===== config.mk =====
export PLATFORM = sky130hd
export DESIGN_NAME = addressable_led_slot_encoder
export DESIGN_NICKNAME = d
export VERILOG_FILES = /design/src/rtl/alse_pkg.sv /design/src/rtl/addressable_led_slot_encoder.sv /design/src/rtl/alse_pixel_store.sv /design/src/rtl/alse_slot_ctr.sv
export SDC_FILE = /design/constraint.sdc
export NUM_CORES = 2
export LEC_CHECK = 0
export ABC_AREA = 1
export BUFFER_PORTS_ARGS = -buffer_cell sky130_fd_sc_hd__buf_2
export CAP_MARGIN = 20
export CORE_MARGIN = 2
export CORE_UTILIZATION = 32
export CTS_CLUSTER_SIZE = 14
export DETAILED_ROUTE_END_ITERATION = 7
export SYNTH_ARGS = -nofsm -noshare
export SYNTH_HDL_FRONTEND = slang
export SYNTH_SLANG_ARGS = --single-unit

===== constraint.sdc =====
create_clock -name clk -period 8.65 [get_ports clk]
set_input_delay 0.865 -clock clk [delete_from_list [all_inputs] [get_ports clk]]
set_output_delay 0.865 -clock clk [all_outputs]
set_load 0.01 [all_outputs]

===== src/rtl/alse_pkg.sv =====
// Shared types and constants for the addressable LED slot encoder.
// Depends on nothing; every RTL file refers to it by scoped names.
`default_nettype none
package alse_pkg;

  localparam int PIXEL_COUNT       = 64;
  localparam int RESET_LEAD_SLOTS  = 50;
  localparam int RESET_TRAIL_SLOTS = 50;
  localparam int BITS_PER_PIXEL    = 24;

  localparam int PIX_W   = (PIXEL_COUNT > 1) ? $clog2(PIXEL_COUNT) : 1;
  localparam int BIT_W   = $clog2(BITS_PER_PIXEL);
  localparam int RST_MAX = (RESET_LEAD_SLOTS > RESET_TRAIL_SLOTS) ?
                           RESET_LEAD_SLOTS : RESET_TRAIL_SLOTS;
  localparam int CNT_W   = $clog2(RST_MAX + 2);

  localparam logic [PIX_W-1:0] PIX_LAST   = PIX_W'(PIXEL_COUNT - 1);
  localparam logic [BIT_W-1:0] BIT_LAST   = BIT_W'(BITS_PER_PIXEL - 1);
  localparam logic [CNT_W-1:0] LEAD_LAST  =
    CNT_W'((RESET_LEAD_SLOTS > 0) ? RESET_LEAD_SLOTS - 1 : 0);
  localparam logic [CNT_W-1:0] TRAIL_LAST =
    CNT_W'((RESET_TRAIL_SLOTS > 0) ? RESET_TRAIL_SLOTS - 1 : 0);

  localparam logic [1:0] OP_WRITE = 2'd0;
  localparam logic [1:0] OP_START = 2'd1;
  localparam logic [1:0] OP_TICK  = 2'd2;

  localparam int CFG_IDX_W = 1;
  localparam logic [CFG_IDX_W-1:0] CFG_ONE_CODE  = 1'b0;
  localparam logic [CFG_IDX_W-1:0] CFG_ZERO_CODE = 1'b1;

  typedef struct packed {
    logic [1:0]  opcode;
    logic [9:0]  pixel_index;
    logic [23:0] color;
  } item_t;

  typedef struct packed {
    logic [7:0] slot_value;
    logic       frame_last;
  } result_t;

  typedef struct packed {
    logic             active;
    logic             in_data;
    logic [PIX_W-1:0] pix;
    logic [BIT_W-1:0] bitn;
    logic             last;
  } slot_pos_t;

endpackage
`default_nettype wire


===== src/rtl/addressable_led_slot_encoder.sv =====
// Top level of the addressable LED slot encoder: control FSM, codes, output register.
// Depends on alse_pkg, alse_pixel_store and alse_slot_ctr.
//
// Usage:
//   item channel   : opcode write stores a colour at pixel_index (ignored when
//                    not below the pixel count), start begins a frame at slot
//                    zero, tick asks for the next slot of an active frame.
//   result channel : one transaction per tick inside a frame: the slot duty
//                    value and a flag on the final slot of the frame.
//   cfg channel    : index 0 one_code, index 1 zero_code; always ready.
// Result path: a reset-slot tick's zero-valued result goes straight to the output
//   register; a data-slot tick reads the colour memory, then S_READ forms the result.
// Acceptance: write and start never drop item_ready, nor does a reset-slot tick
//   while the output register is free; a data-slot tick drops it until S_READ ends.
// Reset clears the codes, the frame state and every written flag, so pixels
//   never written send zero-valued slots; no clearing pass is needed.
// When the receiver stalls, the result is held in the output register and a
//   following result waits in a holding register; item_ready drops until the
//   output register frees.
`default_nettype none
module addressable_led_slot_encoder (
  input  wire logic                           clk,
  input  wire logic                           rst,
  input  wire logic                           item_valid,
  output logic                                item_ready,
  input  wire alse_pkg::item_t                item,
  output logic                                result_valid,
  input  wire logic                           result_ready,
  output alse_pkg::result_t                   result,
  input  wire logic                           cfg_valid,
  output logic                                cfg_ready,
  input  wire logic [alse_pkg::CFG_IDX_W-1:0] cfg_index,
  input  wire logic [7:0]                     cfg_data
);

  typedef enum logic [1:0] {
    S_IDLE,
    S_READ,
    S_HOLD
  } state_t;

  state_t                      state;
  logic [7:0]                  one_code;
  logic [7:0]                  zero_code;
  alse_pkg::result_t           pend;
  logic [alse_pkg::BIT_W-1:0]  bitq;
  logic                        lastq;

  alse_pkg::slot_pos_t         pos;
  logic                        accept;
  logic                        is_write;
  logic                        is_start;
  logic                        is_tick;
  logic                        in_range;
  logic                        out_free;
  logic                        out_load;
  alse_pkg::result_t           out_data;
  logic [23:0]                 rd_color;
  logic                        rd_written;
  logic [23:0]                 grb;
  logic [alse_pkg::BIT_W-1:0]  grb_idx;
  alse_pkg::result_t           data_res;
  alse_pkg::result_t           reset_res;

  assign item_ready = (state == S_IDLE);
  assign cfg_ready  = 1'b1;
  assign accept     = item_valid && item_ready;
  assign in_range   = ({1'b0, item.pixel_index} < 11'(alse_pkg::PIXEL_COUNT));
  assign is_write   = accept && (item.opcode == alse_pkg::OP_WRITE) && in_range;
  assign is_start   = accept && (item.opcode == alse_pkg::OP_START);
  assign is_tick    = accept && (item.opcode == alse_pkg::OP_TICK) && pos.active;
  assign out_free   = !result_valid || result_ready;

  assign grb     = {rd_color[15:8], rd_color[23:16], rd_color[7:0]};
  assign grb_idx = alse_pkg::BIT_LAST - bitq;

  always_comb begin
    data_res.frame_last = lastq;
    data_res.slot_value = !rd_written ? 8'd0 : (grb[grb_idx] ? one_code : zero_code);
    reset_res.frame_last = pos.last;
    reset_res.slot_value = 8'd0;
  end

  always_comb begin
    out_load = 1'b0;
    out_data = pend;
    case (state)
      S_IDLE: begin
        if (is_tick && !pos.in_data && out_free) begin
          out_load = 1'b1;
          out_data = reset_res;
        end
      end
      S_READ: begin
        out_load = out_free;
        out_data = data_res;
      end
      S_HOLD: begin
        out_load = out_free;
      end
      default: ;
    endcase
  end

  alse_pixel_store u_store (
    .clk        (clk),
    .rst        (rst),
    .wr_en      (is_write),
    .wr_addr    (item.pixel_index[alse_pkg::PIX_W-1:0]),
    .wr_color   (item.color),
    .rd_en      (is_tick && pos.in_data),
    .rd_addr    (pos.pix),
    .rd_color   (rd_color),
    .rd_written (rd_written)
  );

  alse_slot_ctr u_ctr (
    .clk     (clk),
    .rst     (rst),
    .start   (is_start),
    .advance (is_tick),
    .pos     (pos)
  );

  always_ff @(posedge clk) begin
    if (rst) begin
      one_code  <= 8'd0;
      zero_code <= 8'd0;
    end else if (cfg_valid && cfg_ready) begin
      case (cfg_index)
        alse_pkg::CFG_ONE_CODE:  one_code  <= cfg_data;
        alse_pkg::CFG_ZERO_CODE: zero_code <= cfg_data;
        default: ;
      endcase
    end
  end

  always_ff @(posedge clk) begin
    if (rst) begin
      state        <= S_IDLE;
      result_valid <= 1'b0;
    end else begin
      result_valid <= out_load || (result_valid && !result_ready);
      if (out_load) begin
        result <= out_data;
      end
      case (state)
        S_IDLE: begin
          if (is_tick) begin
            if (pos.in_data) begin
              bitq  <= pos.bitn;
              lastq <= pos.last;
              state <= S_READ;
            end else if (!out_free) begin
              pend  <= reset_res;
              state <= S_HOLD;
            end
          end
        end
        S_READ: begin
          if (out_free) begin
            state <= S_IDLE;
          end else begin
            pend  <= data_res;
            state <= S_HOLD;
          end
        end
        S_HOLD: begin
          if (out_free) begin
            state <= S_IDLE;
          end
        end
        default: begin
          state <= S_IDLE;
        end
      endcase
    end
  end

endmodule
`default_nettype wire


===== src/rtl/alse_pixel_store.sv =====
// Pixel colour memory with one write and one registered read port, plus
// per-pixel written flags cleared by reset. Depends on alse_pkg.
`default_nettype none
module alse_pixel_store (
  input  wire logic                      clk,
  input  wire logic                      rst,
  input  wire logic                      wr_en,
  input  wire logic [alse_pkg::PIX_W-1:0] wr_addr,
  input  wire logic [23:0]               wr_color,
  input  wire logic                      rd_en,
  input  wire logic [alse_pkg::PIX_W-1:0] rd_addr,
  output logic      [23:0]               rd_color,
  output logic                           rd_written
);

  logic [23:0] mem [alse_pkg::PIXEL_COUNT];
  logic [alse_pkg::PIXEL_COUNT-1:0] written;

  always_ff @(posedge clk) begin
    if (wr_en) begin
      mem[wr_addr] <= wr_color;
    end
    if (rd_en) begin
      rd_color <= mem[rd_addr];
    end
  end

  always_ff @(posedge clk) begin
    if (rst) begin
      written    <= '0;
      rd_written <= 1'b0;
    end else begin
      if (wr_en) begin
        written[wr_addr] <= 1'b1;
      end
      if (rd_en) begin
        rd_written <= written[rd_addr];
      end
    end
  end

endmodule
`default_nettype wire


===== src/rtl/alse_slot_ctr.sv =====
// Frame position counters: lead reset slots, pixel and bit, trail reset slots.
// Depends on alse_pkg.
`default_nettype none
module alse_slot_ctr (
  input  wire logic          clk,
  input  wire logic          rst,
  input  wire logic          start,
  input  wire logic          advance,
  output alse_pkg::slot_pos_t pos
);

  typedef enum logic [1:0] {
    PH_OFF,
    PH_LEAD,
    PH_DATA,
    PH_TRAIL
  } phase_t;

  phase_t                       phase;
  logic [alse_pkg::CNT_W-1:0]   cnt;
  logic [alse_pkg::PIX_W-1:0]   pix;
  logic [alse_pkg::BIT_W-1:0]   bitn;
  logic                         last;

  always_comb begin
    last = ((phase == PH_DATA) && (bitn == alse_pkg::BIT_LAST) &&
            (pix == alse_pkg::PIX_LAST) && (alse_pkg::RESET_TRAIL_SLOTS == 0)) ||
           ((phase == PH_TRAIL) && (cnt == alse_pkg::TRAIL_LAST));
    pos.active  = (phase != PH_OFF);
    pos.in_data = (phase == PH_DATA);
    pos.pix     = pix;
    pos.bitn    = bitn;
    pos.last    = last;
  end

  always_ff @(posedge clk) begin
    if (rst) begin
      phase <= PH_OFF;
      cnt   <= '0;
      pix   <= '0;
      bitn  <= '0;
    end else if (start) begin
      phase <= (alse_pkg::RESET_LEAD_SLOTS > 0) ? PH_LEAD : PH_DATA;
      cnt   <= '0;
      pix   <= '0;
      bitn  <= '0;
    end else if (advance) begin
      case (phase)
        PH_LEAD: begin
          if (cnt == alse_pkg::LEAD_LAST) begin
            phase <= PH_DATA;
            pix   <= '0;
            bitn  <= '0;
          end else begin
            cnt <= cnt + 1'b1;
          end
        end
        PH_DATA: begin
          if (bitn == alse_pkg::BIT_LAST) begin
            bitn <= '0;
            if (pix == alse_pkg::PIX_LAST) begin
              cnt   <= '0;
              phase <= (alse_pkg::RESET_TRAIL_SLOTS > 0) ? PH_TRAIL : PH_OFF;
            end else begin
              pix <= pix + 1'b1;
            end
          end else begin
            bitn <= bitn + 1'b1;
          end
        end
        PH_TRAIL: begin
          if (last) begin
            phase <= PH_OFF;
            cnt   <= '0;
          end else begin
            cnt <= cnt + 1'b1;
          end
        end
        default: begin
          phase <= PH_OFF;
        end
      endcase
    end
  end

endmodule
`default_nettype wire


==> impl_results.rst <==
.. list-table::
   :header-rows: 1

   * - Metric
     - Value
   * - Tightest hold margin
     - 0.3809 ns
   * - Synthesized area per cell
     - between 10 and 15 um^2
   * - Fraction of final layout cells with drive strength greater than 1
     - 8.894%
   * - Number of buffers added to fix hold violations after cts
     - 0
   * - Final min period
     - 4.408 ns
   * - Family of cells with the greatest summed delay on the critical path
     - simple AND/OR/NAND/NOR gates
   * - Category of the worst setup path capture point
     - flip-flop
   * - Vias
     - 44390
   * - Worst-path cell with the longest stage delay
     - nand2_1
   * - GR Util All Layers
     - approximately 18%
   * - Clock Skews
     - 0.04866 ns
   * - Count of clock tree sinks
     - 1687
   * - Chip height
     - 462.9 um
   * - Async S/R FF share, synth
     - 0%
   * - Area added between synthesis and finish
     - 12.94%
   * - Initial antenna violation count
     - 9
   * - CTS Buffer Depth
     - 3
   * - CTS Buf Count
     - 170
   * - Run status
     - completed
   * - Final nets
     - between 5000 and 6000
   * - Portion of synthesized cell area occupied by the leading cell type
     - 70.58%
   * - CP most frequent cell
     - nand2_1
   * - Highest ir drop seen on vdd
     - 0.0001847 V
   * - RSZ-0062 raised after global routing
     - false
   * - CTS tree
     - done
   * - Min setup slack post-route
     - 4.242 ns
   * - Largest cells by area after synthesis
     - edfxtp_1 (71%), nor2_1 (6.0%), o21ai_0 (4.9%)
   * - First-pass GRT wire length
     - 285100 um
   * - Die area
     - 214300 um^2
   * - Flip-flop cell with the highest count after synthesis
     - edfxtp_1
   * - Leak Pwr
     - 0.02506 uW
   * - Vias per std cell
     - 5.232
   * - Row cnt
     - around 170
   * - Finish-stage setup viols
     - 0
   * - Starting DRT DRC Count
     - 5460
   * - Routed wire per std cell
     - 23.05 um
   * - Detailed Place HPWL
     - 105500 um
   * - CP startpoint
     - u_ctr.pix[2]$_SDFFE_PP0P_
   * - Filler cell count
     - slightly above 20000
   * - Post-synth EDFFs
     - 1584
   * - Class of the tightest hold or removal check
     - in2reg
   * - TritonRoute pass-1 iters
     - 6
   * - Worst setup path category
     - reg2reg
   * - Die extent in x
     - 462.9 um
   * - Largest net degree at the start of global routing
     - 155
   * - Vias in the first global route
     - 41750
   * - Period Utilization, post-route
     - 50.96%
   * - Clk root buf
     - clkbuf_16
   * - Total standard cell area after synthesis
     - 67390 um^2
   * - Number of input and output port buffers inserted
     - 60
   * - Aggregate routed wire length
     - 195600 um
   * - Yosys warns
     - 0
   * - Startpoint of the most critical hold path
     - cfg_data[0]
   * - #FFs+latches synth
     - 1687
   * - Residual DRC
     - 0
   * - Area of the multi-input gates
     - 15690 um^2
   * - Cts repair resizes
     - 0
   * - Remaining antenna violation count
     - 0
   * - R2r startpoint
     - u_ctr.pix[2]$_SDFFE_PP0P_
   * - Library cell with the highest instance count after synthesis
     - edfxtp_1
   * - Number of distinct library cells after synthesis
     - 37
   * - Weighted congestion reported at the end of routability-driven placement
     - 0.8916
   * - Startpoint class of the critical path
     - flip-flop
   * - Worst slew slack as a fraction of its limit
     - 25.04%
   * - Register cell area after layout
     - 49640 um^2
   * - Effective utilization at floorplan
     - ~32%
   * - Maximum clock frequency
     - 226.8 MHz
   * - Top cells by count, synth
     - edfxtp_1 (1584), nor2_1 (1080), nand2_1 (684)
   * - Net Count, Synth
     - 5595
   * - Final slew viol count
     - 0
   * - Synthesized instance count
     - approximately 5500
   * - Slew at the pin with the worst max-slew slack
     - 1.124 ns
   * - Max Cap Violations
     - 0
   * - Clock latency reported for the late side of the worst-skew pair
     - 0.82 ns
   * - Power Dens Cells
     - 213.9 nW/um^2
   * - CTS H-Tree Depth
     - 4
   * - Sequential area share after synthesis
     - between 70% and 80%
   * - Number of hold violations in the final report
     - 0
   * - Post-layout total power
     - 16280 uW
   * - Area of the placeable core
     - 209400 um^2
   * - I/O pins
     - 62
   * - Clk pin slew, worst setup/hold paths
     - 0.06 ns
   * - Top fanout value on the critical path
     - 50
   * - CP max stage delay
     - 0.97 ns
   * - Worst slack, placed
     - 4.386 ns
   * - WP data required
     - 9.19 ns
   * - Total buffers and inverters traversed by the critical path
     - 3
   * - Sum of negative setup slack
     - 0 ns
   * - Count of buffers added by post-CTS timing repair for setup
     - 0
   * - Post-synth top area cell
     - edfxtp_1
   * - Overflow left after global routing
     - 0
   * - Ordered cell list for the critical path
     - clkinv_2 > nand2_1 > inv_4 > buf_16 > nand2_1 > nand2_1 > nor2_1 > nand2_1 > nand3_1 > nand2_1
   * - Signal arrival time at the worst endpoint
     - between 4 and 5 ns
-- through the flow --
stage                     instance area [um^2]  cells  util [%]
after floorplan                          67390   5533         -
after global placement                   70680   8170     33.76
after detailed placement                 70740   8172     33.79
after CTS                                76100   8483     36.35
after global routing                     76110   8484     36.35
final                                    76110   8485     36.35
-- placed cells by master, fill, tap and decap left out, drive strengths merged, types with 2 or more instances in the layout --
| master | n |
|---|---|
| edfxtp | 1584 |
| nor2 | 1082 |
| o21ai | 722 |
| nand2 | 687 |
| nand3 | 340 |
| clkbuf | 228 |
| buf | 186 |
| o211ai | 157 |
| inv | 149 |
| o22ai | 108 |
| dfxtp | 103 |
| a21oi | 94 |
| clkinv | 69 |
| nand4 | 39 |
| o221ai | 36 |
| nor3 | 22 |
| a31oi | 13 |
| nand3b | 12 |
| ha | 12 |
| a211oi | 8 |
| or2 | 8 |
| bufinv | 6 |
| clkinvlp | 4 |
| diode | 2 |
| a21o | 2 |
| xor2 | 2 |
| xnor2 | 2 |
-- cell type report --
type	instances	share of cell area [%]
Sequential cell	1687	65.22
Multi-Input combinational cell	3349	20.62
Clock buffer	228	6.061
Tap cell	2805	4.611
Timing Repair Buffer	186	1.743
Clock inverter	83	0.9929
Inverter	145	0.7464
Antenna cell	2	0.006576
-- final timing paths --
path,end,depth (start not counted),slack (ns)
setup / recovery,u_store.rd_color[4]$_DFFE_PP_,10,4.24
hold / removal,one_code[0]$_SDFFE_PP0P_,3,0.38
setup reg to reg,u_store.rd_color[4]$_DFFE_PP_,10,4.24
hold reg to reg,bitq[4]$_DFFE_PP_,0,0.43
-- routing by layer --
metal / global-route usage (%) / share of wire (%) / vias up
met3: 3.141 / 8.3 / 351
met4: 7.110 / 3.7 / 6
li1: - / - / 19900
met1: 24.24 / 42 / 22210
met5: 0 / 0.024 / -
met2: 27.79 / 46 / 1923
-- power breakdown --
| group | internal [uW] | total [uW] | leakage [uW] | switching, uW |
|---|---|---|---|---|
| combinational | 24.0 | 224 | 0.00737 | 200 |
| sequential | 8920 | 8920 | 0.0151 | 1.90 |
| clock | 3950 | 7130 | 0.00261 | 3180 |
| total | 12900 | 16300 | 0.0251 | 3380 |
-- state kept, by name, summed over array words and instances (netlist names) --
name	cells
bitq	5
lastq	1
one_code	8
pend	9
result	9
result_valid	1
state	2
u_ctr.bitn	5
u_ctr.cnt	6
u_ctr.phase	2
u_ctr.pix	6
u_store.mem	1536
u_store.rd_color	24
u_store.rd_written	1
u_store.written	64
zero_code	8
-- cells by family (layout without fill, tap and decap cells) --
group                      after synthesis  count (layout)  synth area share [%]
AOI/OAI and AO/OA                     1142            1142                 9.536
xor gates and xnor gates                 4               4               0.05200
buffers and inverters                  497             642                 3.403
and+or+nand+nor                       2190            2190                 13.14
DFF                                   1687            1687                 73.64
adders and majority gates               12              12                0.2228
other                                    1               3              0.005565
-- tightest hold or removal path, cell delays in order --
cell	delay (ns)
buf_2	0.09
o21ai_0	0.07
a21oi_1	0.11
Power figures use the tool's default switching activity.
